**config.mk**
```make
export PLATFORM = sky130hd
export DESIGN_NAME = telnet_option_negotiator_unit
export DESIGN_NICKNAME = d
export VERILOG_FILES = /design/src/sv/ton_pkg.sv /design/src/sv/ton_decode.sv /design/src/sv/ton_result_queue.sv /design/src/sv/telnet_option_negotiator_unit.sv
export SDC_FILE = /design/constraint.sdc
export NUM_CORES = 1
export LEC_CHECK = 0
export ABC_AREA = 1
export BUFFER_PORTS_ARGS = -buffer_cell sky130_fd_sc_hd__buf_2
export CORE_MARGIN = 8
export CORE_UTILIZATION = 40
export CTS_CLUSTER_DIAMETER = 100
export CTS_CLUSTER_SIZE = 12
export DETAILED_ROUTE_END_ITERATION = 12
export GPL_TIMING_DRIVEN = 0
export SLEW_MARGIN = 20
export SYNTH_ARGS = -nofsm -noshare
export SYNTH_HDL_FRONTEND = slang
export SYNTH_HIERARCHICAL = 1
export SYNTH_SLANG_ARGS = --single-unit
```
**constraint.sdc**
```tcl
create_clock -name clk -period 4.9 [get_ports clk]
set_input_delay 0.49 -clock clk [delete_from_list [all_inputs] [get_ports clk]]
set_output_delay 0.49 -clock clk [all_outputs]
set_load 0.005 [all_outputs]
```
**src/sv/ton_pkg.sv**
```systemverilog
// ----------------------------------------------------------------------------
// ton_pkg
// Types and constants shared by the telnet option negotiator modules.
// ----------------------------------------------------------------------------
`default_nettype none

package ton_pkg;

    // Telnet command bytes
    localparam logic [7:0] B_IAC  = 8'd255;
    localparam logic [7:0] B_DONT = 8'd254;
    localparam logic [7:0] B_DO   = 8'd253;
    localparam logic [7:0] B_WONT = 8'd252;
    localparam logic [7:0] B_WILL = 8'd251;
    localparam logic [7:0] B_SB   = 8'd250;
    localparam logic [7:0] B_GA   = 8'd249;
    localparam logic [7:0] B_SE   = 8'd240;
    localparam logic [7:0] B_EOR  = 8'd239;

    // Telnet option codes
    localparam logic [7:0] O_BINARY    = 8'd0;
    localparam logic [7:0] O_ECHO      = 8'd1;
    localparam logic [7:0] O_SGA       = 8'd3;
    localparam logic [7:0] O_TTYPE     = 8'd24;
    localparam logic [7:0] O_EOR       = 8'd25;
    localparam logic [7:0] O_NAWS      = 8'd31;
    localparam logic [7:0] O_LINEMODE  = 8'd34;
    localparam logic [7:0] O_COMPRESS2 = 8'd86;
    localparam logic [7:0] O_COMPRESS4 = 8'd88;
    localparam logic [7:0] O_MPLEX     = 8'h70;
    localparam logic [7:0] O_GMCP      = 8'd201;
    localparam logic [7:0] O_NONE      = 8'd0;

    // Parser position within an IAC sequence
    typedef enum logic [2:0] {
        PM_NORMAL = 3'd0,
        PM_IAC    = 3'd1,
        PM_SB     = 3'd2,
        PM_WILL   = 3'd3,
        PM_WONT   = 3'd4,
        PM_DO     = 3'd5,
        PM_DONT   = 3'd6
    } parse_mode_t;

    // Result kinds
    typedef enum logic [2:0] {
        K_DATA    = 3'd0,
        K_PAYLOAD = 3'd1,
        K_SEEND   = 3'd2,
        K_PROMPT  = 3'd3,
        K_REPLY   = 3'd4,
        K_WINSIZE = 3'd5
    } kind_t;

    // Negotiation state carried from byte to byte
    typedef struct packed {
        parse_mode_t parse_mode;
        logic [7:0]  subneg_option;
        logic        eor_agreed;
        logic        echo_flag;
        logic        charmode_flag;
        logic        naws_agreed;
        logic        ttype_agreed;
        logic        gmcp_flag;
    } neg_state_t;

    // One result item as presented downstream
    typedef struct packed {
        kind_t      kind;
        logic [7:0] value;
        logic [7:0] option;
        logic       last;
        logic       echo_on;
        logic       char_mode;
    } result_t;

    // Up to two results caused by one byte, pushed into the result queue
    typedef struct packed {
        logic [1:0] num;
        result_t    res0;
        result_t    res1;
    } push_t;

endpackage

`default_nettype wire

```
**src/sv/ton_decode.sv**
```systemverilog
// ----------------------------------------------------------------------------
// ton_decode
// Combinational decode of one received byte against the negotiation state.
// ----------------------------------------------------------------------------
`default_nettype none

module ton_decode (
    input  ton_pkg::neg_state_t st,
    input  logic [7:0]          rx_data,
    output ton_pkg::neg_state_t st_next,
    output ton_pkg::push_t      push
);
    import ton_pkg::*;

    neg_state_t nxt;
    result_t    r0;
    result_t    r1;
    logic [1:0] num;

    // Byte-level parser and option policy
    always_comb
    begin
        nxt            = st;
        nxt.parse_mode = PM_NORMAL;
        num            = 2'd0;
        r0             = '0;
        r1             = '0;

        case (st.parse_mode)
            PM_IAC:
            begin
                if (rx_data == B_EOR || rx_data == B_GA)
                begin
                    nxt.eor_agreed = 1'b1;
                    num      = 2'd1;
                    r0.kind  = K_PROMPT;
                    r0.value = rx_data;
                end
                else if (rx_data == B_IAC)
                begin
                    // Escaped 255 is passed on as an ordinary byte.
                    num      = 2'd1;
                    r0.value = B_IAC;
                    if (st.subneg_option != O_NONE)
                    begin
                        r0.kind   = K_PAYLOAD;
                        r0.option = st.subneg_option;
                    end
                    else
                    begin
                        r0.kind = K_DATA;
                    end
                end
                else if (rx_data == B_WILL)
                begin
                    nxt.parse_mode = PM_WILL;
                end
                else if (rx_data == B_WONT)
                begin
                    nxt.parse_mode = PM_WONT;
                end
                else if (rx_data == B_DO)
                begin
                    nxt.parse_mode = PM_DO;
                end
                else if (rx_data == B_DONT)
                begin
                    nxt.parse_mode = PM_DONT;
                end
                else if (rx_data == B_SB)
                begin
                    nxt.parse_mode = PM_SB;
                end
                else if (rx_data == B_SE)
                begin
                    num               = 2'd1;
                    r0.kind           = K_SEEND;
                    r0.option         = st.subneg_option;
                    nxt.subneg_option = O_NONE;
                end
            end

            PM_SB:
            begin
                nxt.subneg_option = rx_data;
            end

            PM_WILL:
            begin
                r0.kind   = K_REPLY;
                r0.option = rx_data;
                r0.value  = B_DO;
                num       = 2'd1;
                if (rx_data == O_ECHO)
                begin
                    nxt.echo_flag = 1'b1;
                end
                else if (rx_data == O_GMCP)
                begin
                    nxt.gmcp_flag = 1'b1;
                end
                else if (rx_data == O_EOR)
                begin
                    // Agreed only once; a repeat gets no answer.
                    if (st.eor_agreed)
                    begin
                        num = 2'd0;
                    end
                    nxt.eor_agreed = 1'b1;
                end
                else if (rx_data == O_SGA)
                begin
                    nxt.charmode_flag = 1'b1;
                end
                else if (rx_data == O_MPLEX || rx_data == O_COMPRESS4 ||
                         rx_data == O_COMPRESS2 || rx_data == O_BINARY)
                begin
                    r0.value = B_DO;
                end
                else
                begin
                    r0.value = B_DONT;
                end
            end

            PM_WONT:
            begin
                if (rx_data == O_ECHO)
                begin
                    nxt.echo_flag = 1'b0;
                    num       = 2'd1;
                    r0.kind   = K_REPLY;
                    r0.value  = B_DONT;
                    r0.option = rx_data;
                end
            end

            PM_DO:
            begin
                if (rx_data == O_LINEMODE)
                begin
                    nxt.charmode_flag = 1'b0;
                end
                r0.kind   = K_REPLY;
                r0.option = rx_data;
                r0.value  = B_WILL;
                num       = 2'd1;
                if (rx_data == O_SGA || rx_data == O_BINARY)
                begin
                    r0.value = B_WILL;
                end
                else if (rx_data == O_NAWS)
                begin
                    // First agreement also asks for a window-size report.
                    if (st.naws_agreed)
                    begin
                        num = 2'd0;
                    end
                    else
                    begin
                        num       = 2'd2;
                        r1.kind   = K_WINSIZE;
                        r1.option = O_NAWS;
                    end
                    nxt.naws_agreed = 1'b1;
                end
                else if (rx_data == O_TTYPE)
                begin
                    if (st.ttype_agreed)
                    begin
                        num = 2'd0;
                    end
                    nxt.ttype_agreed = 1'b1;
                end
                else
                begin
                    r0.value = B_WONT;
                end
            end

            PM_DONT:
            begin
                nxt.parse_mode = PM_NORMAL;
            end

            default:
            begin
                if (rx_data == B_IAC)
                begin
                    nxt.parse_mode = PM_IAC;
                end
                else
                begin
                    num      = 2'd1;
                    r0.value = rx_data;
                    if (st.subneg_option != O_NONE)
                    begin
                        r0.kind   = K_PAYLOAD;
                        r0.option = st.subneg_option;
                    end
                    else
                    begin
                        r0.kind = K_DATA;
                    end
                end
            end
        endcase

        // Flags shown with each result are those after this byte.
        r0.echo_on   = nxt.echo_flag;
        r0.char_mode = nxt.charmode_flag;
        r1.echo_on   = nxt.echo_flag;
        r1.char_mode = nxt.charmode_flag;
        r0.last      = (num == 2'd1);
        r1.last      = 1'b1;
    end

    assign st_next   = nxt;
    assign push.num  = num;
    assign push.res0 = r0;
    assign push.res1 = r1;

endmodule

`default_nettype wire

```
**src/sv/ton_result_queue.sv**
```systemverilog
// ----------------------------------------------------------------------------
// ton_result_queue
// Four-entry result queue taking up to two results per cycle, giving one.
// ----------------------------------------------------------------------------
`default_nettype none

module ton_result_queue (
    input  logic             clk,
    input  logic             rst_n,
    input  logic             push_en,
    input  ton_pkg::push_t   push,
    output logic             room,
    output logic             head_valid,
    output ton_pkg::result_t head,
    input  logic             pop
);
    import ton_pkg::*;

    localparam int Depth = 4;

    result_t    entry_reg [Depth];
    logic [1:0] wr_ptr_reg;
    logic [1:0] wr_ptr_next;
    logic [1:0] rd_ptr_reg;
    logic [1:0] rd_ptr_next;
    logic [2:0] count_reg;
    logic [2:0] count_next;
    logic [1:0] push_num;
    logic       do_pop;

    // Room for a worst-case pair of results, judged on the current fill.
    assign room       = (count_reg <= 3'd2);
    assign head_valid = (count_reg != 3'd0);
    assign head       = entry_reg[rd_ptr_reg];
    assign do_pop     = pop && head_valid;
    assign push_num   = push_en ? push.num : 2'd0;

    // Pointer and fill arithmetic
    always_comb
    begin
        wr_ptr_next = wr_ptr_reg + push_num;
        rd_ptr_next = rd_ptr_reg + {1'b0, do_pop};
        count_next  = count_reg + {1'b0, push_num} - {2'b00, do_pop};
    end

    // Control registers
    always_ff @(posedge clk or negedge rst_n)
    begin
        if (!rst_n)
        begin
            wr_ptr_reg <= '0;
            rd_ptr_reg <= '0;
            count_reg  <= '0;
        end
        else
        begin
            wr_ptr_reg <= wr_ptr_next;
            rd_ptr_reg <= rd_ptr_next;
            count_reg  <= count_next;
        end
    end

    // Result storage
    always_ff @(posedge clk)
    begin
        if (push_num != 2'd0)
        begin
            entry_reg[wr_ptr_reg] <= push.res0;
        end
        if (push_num == 2'd2)
        begin
            entry_reg[wr_ptr_reg + 2'd1] <= push.res1;
        end
    end

endmodule

`default_nettype wire

```
**src/sv/telnet_option_negotiator_unit.sv**
```systemverilog
// ----------------------------------------------------------------------------
// telnet_option_negotiator_unit
// Receive-side telnet IAC parser and option negotiator.
// ----------------------------------------------------------------------------
// Usage:
//   Input channel: in_valid / in_stall carry one received byte (rx_byte) per
//   transaction. Output channel: out_valid / out_stall carry one result
//   (kind, value, option, last, echo_on, char_mode) per transaction.
//   Each byte gives zero, one or two results; last marks the final one.
//   An accepted byte waits in the input register and is decoded there;
//   once at least two entries of the four-entry result queue are free,
//   its results enter the queue and are offered from its head.
//   Throughput: one byte per cycle while in_stall is low; the output port
//   delivers one result per cycle while out_stall is low, so a byte that
//   yields two results (first DO NAWS) sends them out one after the other.
//   Reset clears the parser to normal data mode, closes any subnegotiation,
//   clears all agreement flags and empties the queue.
//   When the receiver stalls, results wait in the queue; once fewer than two
//   entries are free the input register holds and in_stall rises until space
//   returns.
// ----------------------------------------------------------------------------
`default_nettype none

module telnet_option_negotiator_unit (
    input  logic       clk,
    input  logic       rst_n,
    input  logic       in_valid,
    output logic       in_stall,
    input  logic [7:0] rx_byte,
    output logic       out_valid,
    input  logic       out_stall,
    output logic [2:0] kind,
    output logic [7:0] value,
    output logic [7:0] option,
    output logic       last,
    output logic       echo_on,
    output logic       char_mode
);
    import ton_pkg::*;

    logic       byte_valid_reg;
    logic       byte_valid_next;
    logic [7:0] byte_reg;
    neg_state_t state_reg;
    neg_state_t state_next;
    push_t      push;
    result_t    head;
    logic       room;
    logic       consume;
    logic       accept_in;

    // Input register handshake
    assign consume   = byte_valid_reg && room;
    assign in_stall  = byte_valid_reg && !room;
    assign accept_in = in_valid && !in_stall;
    assign byte_valid_next = accept_in || (byte_valid_reg && !consume);

    always_ff @(posedge clk or negedge rst_n)
    begin
        if (!rst_n)
        begin
            byte_valid_reg <= 1'b0;
        end
        else
        begin
            byte_valid_reg <= byte_valid_next;
        end
    end

    always_ff @(posedge clk)
    begin
        if (accept_in)
        begin
            byte_reg <= rx_byte;
        end
    end

    // Byte decode
    ton_decode u_decode (
        .st      (state_reg),
        .rx_data (byte_reg),
        .st_next (state_next),
        .push    (push)
    );

    // Negotiation state advances only when a byte is consumed
    always_ff @(posedge clk or negedge rst_n)
    begin
        if (!rst_n)
        begin
            state_reg <= '{parse_mode: PM_NORMAL, subneg_option: O_NONE, default: 1'b0};
        end
        else if (consume)
        begin
            state_reg <= state_next;
        end
    end

    // Result queue and output port
    ton_result_queue u_queue (
        .clk        (clk),
        .rst_n      (rst_n),
        .push_en    (consume),
        .push       (push),
        .room       (room),
        .head_valid (out_valid),
        .head       (head),
        .pop        (!out_stall)
    );

    assign kind      = head.kind;
    assign value     = head.value;
    assign option    = head.option;
    assign last      = head.last;
    assign echo_on   = head.echo_on;
    assign char_mode = head.char_mode;

endmodule

`default_nettype wire

```
# Yosys cells after proc, flatten, opt, wreduce, memory -nomap -nowiden
# Memories as Yosys holds them, arrays and structs flattened.
# Index checks and enable logic that the tools add are counted.
# word_totals
register_bits	32
ram_bits	88
input_bits	12
output_inout_bits	24
word_cells	180
memories	1
# classes
n_addsub	5
n_lt_le_gt_ge	1
n_eq_ne	39
mux	93
bitwise_logic	2
n_reduce_logical	27
# memory_table
memory	depth	width	rd	rd_ports_with_merged_regs	write_ports	line	rtl
u_queue.entry_reg	4	22	1	0	2	ton_result_queue.sv:21	result_t entry_reg [Depth];
# ops
op	count
$mux W8	24
$pmux W19 S5	1
$eq A8 B8 Y1 const B	10
$mux W3	15
$mux W2	17
$mux W11	3
$eq A8 B5 Y1 const B	3
$eq A8 B7 Y1 const B	3
$mux W1	24
$mux W19	1
$ne A2 B2 Y1 const B	9
$mux W17	1
$pmux W8 S2	1
$pmux W2 S5	1
$reduce_and A10 Y1	1
$eq A3 B3 Y1 const B	3
$eq A8 B1 Y1 const B	1
$eq A8 B2 Y1 const B	1
$eq A8 B6 Y1 const B	1
$logic_not A8 Y1	1
$reduce_bool A8 Y1	1
$eq A3 B2 Y1 const B	2
$logic_or A1 B1 Y1	6
$ne A2 B1 Y1 const B	3
other kinds (22)	34

# Logic depth before layout (Yosys ltp)
# Gate-level depths: netlist (run 1).
# logic_depth
word_depth	14
ltp_mapped	17
ltp_nobuf	17

# Modules after synthesis
# The synthesis (run 1) kept the hierarchy.
# modules_own_cells
mod	n_inst	cells_per_inst	area_each_um2	seq_area_each_um2
ton_result_queue	1	511	4938.5	2817.7
ton_decode	1	215	1171.1	0.0
telnet_option_negotiator_unit	1	91	975.9	690.7

# Worst setup path after synthesis (run 1)
# OpenSTA, ideal clock, no wires.
# synth_path
kind	reg-to-reg
from	register byte_reg[2]
to	memory u_queue/entry_reg[0][0] (netlist bit), enable pin
setup_time_ps	432
t_arrival_ps	3074
t_required_ps	4468
slack_ps	1395
stages_incl_launch_ff	10
n_path_buf	0
synth_period_minus_slack_ps	3505
path_cell_list	edfxtp_1 -> inv_1 -> nand2_1 -> nor2_2 -> nand2_2 -> nand3_2 -> o21ai_0 -> nand3_1 -> o21ai_0 -> o21ai_0
# synth_rtl
item	line	rtl
start: declaration	telnet_option_negotiator_unit.sv:43	logic [7:0] byte_reg;
start signal: assignment	telnet_option_negotiator_unit.sv:74	byte_reg <= rx_byte;
end: declaration	ton_result_queue.sv:21	

==> reports/results.ini, run 1 <==
[clocking]
numCtsBuffers=17
clkSinkCount=120
postCtsSetupBuffers=0
clk_pin_slew_worst_paths_ps=50
clk_latency_ps=420
cts.repair.resized=0
cts_root_buffer=clkbuf_16
h-tree-depth=4
cts_tree=built
cts.path.max_buffers=2
postCtsHoldBufs=0

[global_route]
grt-ovfl-total=0
grt_pass1_vias=5506
grt_usage=0.181
grt_antenna_before_repair=0
grt_max_degree=25
grt_pass1_wl_um=30300

[power]
powerDensity_nw_per_um2=488
p_leak_nw=3.44
pwr-share-clk=0.301
intPower_w=0.00260
sequentialPowerShare=0.354
p_comb_frac=0.346
power_w=0.00404
ir_drop_uv=231
p_sw_frac=0.355
p_switching_w=0.00143

[floorplanning]
coreArea_um2=17200
die_w_um=149
rows=48
die_h_um=149
dieArea_um2=22100
io_pins=36
start_util=0.408

[sta]
slew_violations=0
finalCritPeriodShare=0.662
fin_worst_skew_ps=8.57
max_freq_mhz=308
tightest_slew_ps=766
final-setup-viol-count=0
relSlewSlack=0.486
finalHoldViolCount=0
period_minus_slack_ps=3240
grt_setup_unrepaired=false

[critical_path]
reg2reg_to=u_queue/entry_reg[1][16]
worstSetupPathType=register to register
end_kind=register
worstRegToRegCells=11
ff2ff_setup_slack_ps=1660
reg2reg_from=byte_reg[5]
arrival_ps=3410
endpoint=u_queue/entry_reg[1][16]
required_ps=5070
worstPathMaxFanout=14
startpoint=byte_reg[5]
startpoint_type=register

[layout]
area_growth_pct=17.5
largest_reg_flops=88
drive_gt1_frac=0.219
finalNetCount=896
fill_cells=1659
stdcell_area_um2=8270
antenna_cells=0
fin_cells=1118
final_util=0.480

[detailed_routing]
met3_length_um=1200
num_vias=5670
ant_nets=0
highest_layer=met4
wl_met2_um=8990
drc_errors=0
route.layer.met1.wl_um=8490
routed_wl_um=19100
drtIter0Drc=440
drtPass1Iterations=5
routed_via_density=5.07
wl_per_cell_um=17.1

[place]
place_area_um2=7690
hpwl_um=13300
gp_congestion=0.920
place_inst=1086
io_buffers=35

[run]
cap_viol_max_count=0

[logic_synthesis]
yosysWarnings=6
postSynthCellCount=811
netlist_area_um2=7040
avgSynthCellArea_um2=8.68

[status]
status=finished clean

[worst_hold_path]
hold_class=primary input to asynchronous set/reset pin

==> cell type report <==
class	count	area (um2)	share of cell area
buffer	58	444	0.0537
clock buffer	21	440	0.0533
clock inverter	11	130	0.0157
inverter	80	302	0.0365
multi-input combinational	564	2900	0.351
sequential	120	3480	0.421
tap	225	282	0.0341
timing repair buffer	39	285	0.0345
==> how the worst min path moves through the flow <==
stage	to	slack, ps	cells after the start
5_1_grt	state_reg[15]	120	1
2_1_floorplan	byte_valid_reg	190	0
3_5_place_dp	state_reg[1]	460	2
3_3_place_gp	state_reg[5]	460	2
4_1_cts	state_reg[14]	90	1
6_report	state_reg[15]	70	1
==> metal layers <==
| metal | track usage | vias up |
|---|---|---|
| li1 | - | 2842 |
| met1 | 0.232 | 2602 |
| met4 | 0.0734 | 0 |
| met2 | 0.292 | 199 |
| met3 | 0.0362 | 27 |
| met5 | 0 | - |
==> critical path, stage by stage (launching register included) <==
cell      delay [ps]
edfxtp_1         420
inv_1            200
nand2_1          130
nor2_1           220
nand2_1          170
o21ai_1          120
nor2_1            60
nor2_1           180
nand3_1          280
o21ai_1          710
o21ai_4          250
buf_16           240
==> through the flow <==
| step | hold WS, ps | worst slack [ps] | TNS (ps) |
|---|---|---|---|
| final | 68.3 | 1660 | 0 |
| after global routing | 118 | 1380 | 0 |
| after CTS | 86.9 | 1670 | 0 |
| after detailed placement | 463 | 1660 | 0 |
| after global placement | 455 | -444 | -29500 |
| after floorplan | 194 | 1390 | 0 |
==> cell usage in the layout (no fill, tap or decap), drive strengths merged, types with 2 or more instances in the layout <==
| master | n |
|---|---|
| o211ai | 2 |
| dfrtp | 24 |
| conb | 13 |
| o21ai | 175 |
| buf | 88 |
| xnor2 | 2 |
| inv | 78 |
| o22ai | 8 |
| o221ai | 7 |
| nor2 | 99 |
| nand2 | 192 |
| bufinv | 3 |
| ha | 3 |
| a21oi | 4 |
| edfxtp | 96 |
| nand4 | 6 |
| clkinv | 9 |
| nor3 | 9 |
| nand3 | 37 |
| clkbuf | 30 |
==> power groups by stage <==
stage          sequential, W  combinational [W]  clock [W]
6_report             0.00143            0.00140    0.00121
5_1_grt              0.00145            0.00157    0.00128
4_1_cts              0.00143            0.00142    0.00123
3_5_place_dp         0.00145            0.00141          0
3_3_place_gp         0.00147            0.00129          0
2_1_floorplan        0.00143           0.000815          0
Power figures use the tool's default switching activity.
==> inputs of run 2 (changes only) <==
Settings changed: ABC_AREA 1 to 0.
Clock period 4.9 ns to 2.8 ns, I/O delays scaled along.
==> run 2 against run 1 <==
- the flow now finishes with violations (setup timing)
- sequential share of layout area shrank 3.4 points
- synthesized cell count shrank 41%
- total power grew 76%
- combinational power grew 75%
- critical endpoint is now u_queue/entry_reg[2][10]
==> reports/results.ini, run 2 <==
[clocking]
cts_tree=built
cts.path.max_buffers=2
numCtsBuffers=17
h-tree-depth=4
cts_root_buffer=clkbuf_16
clk_latency_ps=420
clk_pin_slew_worst_paths_ps=60
clkSinkCount=120

[critical_path]
ff2ff_setup_slack_ps=-200
arrival_ps=3160
reg2reg_to=u_queue/entry_reg[2][10]
worstSetupPathType=register to register
crit_path_top_delay_cell=edfxtp_1
required_ps=2960
worstRegToRegCells=12
startpoint_type=register
worstPathMaxFanout=10
critical_path.cell_chain=clkbuf_4, buf_4, nor3_4, a41oi_2, nor3_4, a2bb2oi_4, nand3b_4, buf_12, nor3b_4, buf_12, buf_8, mux2_4
slowest_delay_ps=390
reg2reg_from=byte_reg[1]
end_kind=register

[global_route]
grt_max_degree=25
grt_pass1_wl_um=27000
grt-ovfl-total=0
grt_usage=0.166
grt_pass1_vias=4639
grt_antenna_before_repair=0

[layout]
finalNetCount=608
area_growth_pct=31.6
final_common_cell=edfxtp_1
largest_reg_flops=88
drive_gt1_frac=0.543
antenna_cells=0
stdcell_area_um2=8990
fin_cells=824
final_util=0.540
final_cell_mix=96 x edfxtp_1, 81 x mux2_4, 55 x buf_4, 41 x buf_2, 24 x dfrtp_1
fill_cells=1332

[place]
place_area_um2=7440
hpwl_um=10800
place_inst=743
io_buffers=35
gp_congestion=0.886

[worst_hold_path]
hold_start=rx_byte[1]
min_path_cells=1
hold_class=primary input to register
hold_end=byte_reg[1]

[detailed_routing]
drc_errors=0
num_vias=4513
routed_via_density=5.48
routed_wl_um=18000
drtIter0Drc=329
drtPass1Iterations=5
wl_per_cell_um=21.8
ant_nets=0

[status]
status=complete, but fails checks
violations=setup timing

[sta]
grt_setup_unrepaired=true
final-setup-viol-count=176
relSlewSlack=0.317
finalHoldViolCount=0
tightest_slew_ps=1020
period_minus_slack_ps=3000
fin_worst_skew_ps=6.26
fin_ws_ps=-198
max_freq_mhz=334
finalCritPeriodShare=1.07
slew_violations=0

[power]
intPower_w=0.00491
p_switching_w=0.00221
p_leak_nw=3.65
sequentialPowerShare=0.349
pwr-share-clk=0.307
powerDensity_nw_per_um2=792
p_comb_frac=0.344
p_sw_frac=0.310
ir_drop_uv=408

[logic_synthesis]
yosysWarnings=6
postSynthCellCount=477
netlist_area_um2=6830
avgSynthCellArea_um2=14.3

[floorplanning]
die_w_um=147
die_h_um=147
io_pins=36
start_util=0.410
rows=47
dieArea_um2=21500
coreArea_um2=16600

[run]
cap_viol_max_count=0

-- run 2: metal layers --
layer | global-route usage | up-vias | share of wire
met5 | 0 | - | 0
met4 | 0.0484 | 0 | 0.016
met3 | 0.0464 | 26 | 0.044
met2 | 0.276 | 114 | 0.50
met1 | 0.206 | 2328 | 0.44
li1 | - | 2045 | -
-- run 2: power by group through the flow --
stage | clock (W) | sequential, W | combinational, W
6_report | 0.00218 | 0.00249 | 0.00245
4_1_cts | 0.00221 | 0.00248 | 0.00241
3_5_place_dp | 0 | 0.00252 | 0.00215
2_1_floorplan | 0 | 0.00247 | 0.00149
5_1_grt | 0.00230 | 0.00252 | 0.00264
3_3_place_gp | 0 | 0.00250 | 0.00213
-- run 2: worst max path at each step --
stage          slack, ps        start                  endpoint
2_1_floorplan       -120  byte_reg[6]      u_queue/count_reg[2]
3_3_place_gp        -690  byte_reg[0]  u_queue/entry_reg[1][11]
3_5_place_dp        -630  byte_reg[0]  u_queue/entry_reg[1][19]
4_1_cts             -190  byte_reg[5]  u_queue/entry_reg[3][11]
5_1_grt             -300  byte_reg[5]   u_queue/entry_reg[1][5]
6_report            -200  byte_reg[1]  u_queue/entry_reg[2][10]
-- run 2: metrics by stage --
stage / power [W] / setup slack (ps) / setup TNS, ps / hold WS, ps
finish: 0.00712 / -198 / -19990 / 36.0
global route: 0.00746 / -301 / -38770 / 13.7
CTS: 0.00711 / -192 / -16400 / 21.3
detailed placement: 0.00467 / -631 / -90090 / 330
global placement: 0.00462 / -695 / -94350 / 317
floorplan: 0.00396 / -124 / -2370 / -15.6
-- run 2: critical path: cells and delay by family (launching register included) --
family / cells / cell delay (ps)
flip-flops: 1 / 390
buffers and inverters: 5 / 850
multiplexers: 1 / 310
AND/OR/NAND/NOR: 4 / 880
AO/OA/AOI/OAI: 2 / 290
-- run 2: final cells by class --
class                      instances  area, um2  share of cell area
buffer                            53        468              0.0521
clock buffer                      18        429              0.0477
clock inverter                    13        155              0.0173
inverter                          10       37.5             0.00418
multi-input combinational        305       3390               0.377
sequential                       120       3480               0.388
tap                              220        275              0.0306
timing repair buffer              85        749              0.0834
-- run 2: timing repair --
item,CTS,global route
hold buffers,1,0
pin swaps,14,5
hold endpoints to repair,24,0
endpoints found under the setup margin,178,178
setup buffers,35,10
gates resized for setup,93,32
gates cloned,7,3
==> inputs of run 3 (changes only) <==
Settings changed: HOLD_SLACK_MARGIN set to 0.08.
==> run 3 against run 2 <==
- the run still ends with setup timing left
- non-clock buffer count up 9
- highest routed layer unchanged
- clock power is essentially flat
- largest cell class unchanged
- die area stayed put
- sequential share of layout area down 0.38 points
- sequential power about the same
- wire length up 0.58%
- total power increased by 0.17%
- final area up 1.0%
- combinational power barely moved
- utilization is 0.54 points higher
- flip-flop and latch count stayed put
- clock skew rose by 1.7 ps
- critical path type unchanged
==> reports/results.ini, run 3 (synthesis gave the netlist of run 2 again) <==
[clocking]
cts_root_buffer=clkbuf_16
cts_tree=built
h-tree-depth=4
clk_pin_slew_worst_paths_ps=60
clk_latency_ps=420
cts.path.max_buffers=2
clkSinkCount=120
numCtsBuffers=17

[critical_path]
startpoint_type=register
critical_path.cell_chain=clkbuf_4, buf_4, nor3_4, a41oi_2, nor3_4, a2bb2oi_4, nand3b_4, buf_12, nor3b_4, buf_12, buf_8, mux2_4
reg2reg_from=byte_reg[1]
path_delay_family=simple AND/OR/NAND/NOR gates
startpoint=byte_reg[1]
worstPathMaxFanout=10
worstSetupPathType=register to register
required_ps=2970
end_kind=register
slowest_delay_ps=390
crit_path_top_delay_cell=edfxtp_1
arrival_ps=3170
critPathBufInv=5

[sta]
slew_violations=0
tightest_slew_ps=1010
whs_ps=337
fin_worst_skew_ps=7.95
grt_setup_unrepaired=true
period_minus_slack_ps=3000
finalHoldViolCount=0
relSlewSlack=0.326
fin_ws_ps=-195
max_freq_mhz=334
finalCritPeriodShare=1.07
final-setup-viol-count=176

[detailed_routing]
wl_per_cell_um=21.7
drtIter0Drc=356
routed_via_density=5.45
ant_nets=0
drtPass1Iterations=5
drc_errors=0
routed_wl_um=18100
num_vias=4536

[floorplanning]
die_h_um=147
io_pins=36
coreArea_um2=16600
start_util=0.410
die_w_um=147
rows=47
dieArea_um2=21500

[layout]
final_cell_mix=96 x edfxtp_1, 81 x mux2_4, 55 x buf_4, 41 x buf_2, 24 x dfrtp_1
largest_reg_flops=88
stdcell_area_um2=9080
area_growth_pct=33.0
antenna_cells=0
drive_gt1_frac=0.535
finalNetCount=617
final_common_cell=edfxtp_1

[place]
io_buffers=35
place_area_um2=7440
hpwl_um=10800
gp_congestion=0.886

[global_route]
grt_max_degree=25
grt_usage=0.167
grt_pass1_wl_um=27200
grt_pass1_vias=4672
grt-ovfl-total=0
grt_antenna_before_repair=0

[status]
violations=setup timing
status=complete, but fails checks

[worst_hold_path]
hold_class=primary input to register
hold_start=out_stall

[power]
p_leak_nw=3.69
ir_drop_uv=415
powerDensity_nw_per_um2=785

[run]
cap_viol_max_count=0

[run 3: cell count changes in the layout (fill, tap and decap cells not counted), sizes merged]
cell | before | now
dlygate4sd3 | 1 | 10
[run 3: power breakdown]
group	internal [W]	total (W)	leakage, nW	switching (W)
logic	0.00119	0.00246	2.23	0.00127
registers	0.00234	0.00249	1.19	0.000144
clock network	0.00139	0.00218	0.273	0.000798
total	0.00492	0.00713	3.69	0.00221
[run 3: worst register-to-register path, stage by stage (launching register included)]
cell       delay [ps]
edfxtp_1          390
clkbuf_4          200
buf_4             200
nor3_4            230
a41oi_2           190
nor3_4            250
a2bb2oi_4         100
nand3b_4          210
buf_12            160
nor3b_4           200
buf_12            160
buf_8             150
mux2_4            310
[run 3: metal layers]
metal | wire [um] | GRT usage | vias to the layer above
li1 | - | - | 2062
met1 | 7800 | 0.205 | 2330
met2 | 9060 | 0.280 | 118
met3 | 910 | 0.0476 | 26
met4 | 308 | 0.0484 | 0
met5 | 0 | 0 | -
[run 3: layout make-up]
type	count	area (um2)
fillers	1320	7560
flip-flops and latches	120	3480
multi-input cells	305	3390
repair buffers	94	840
plain buffers	53	468
clock buffers	18	429
well taps	220	275
clock inverters	13	155
inverters	10	37.5
[run 3: through the flow]
step / TNS [ps] / utilization / std cells / total power [W] / setup WS, ps
floorplan: -2370 / - / 488 / 0.00396 / -124
global placement: -94350 / 0.447 / 743 / 0.00462 / -695
finish: -20600 / 0.546 / 833 / 0.00713 / -195
CTS: -16400 / 0.531 / 824 / 0.00712 / -192
detailed placement: -90090 / 0.447 / 743 / 0.00467 / -631
global route: -38770 / 0.546 / 833 / 0.00747 / -301
[run 3: repair_timing]
item,in CTS,in global routing
endpoints found under the setup margin,178,178
cloned,7,3
buffers inserted,35,10
pin swaps,14,5
hold buffers,10,0
endpoints found under the hold margin,33,0
resized for setup,93,32
[run 3: worst paths after layout]
check / endpoint / slack (ps) / cells after the start
worst max-delay path: u_queue/entry_reg[2][20] / -200 / 12
worst min-delay path: u_queue/rd_ptr_reg[0] / 340 / 4
worst max register to register: u_queue/entry_reg[2][20] / -200 / 12
worst min register to register: state_reg[15] / 500 / 1
max in group asynchronous: state_reg[8] / 1990 / 2
min in group asynchronous: byte_valid_reg / 400 / 2
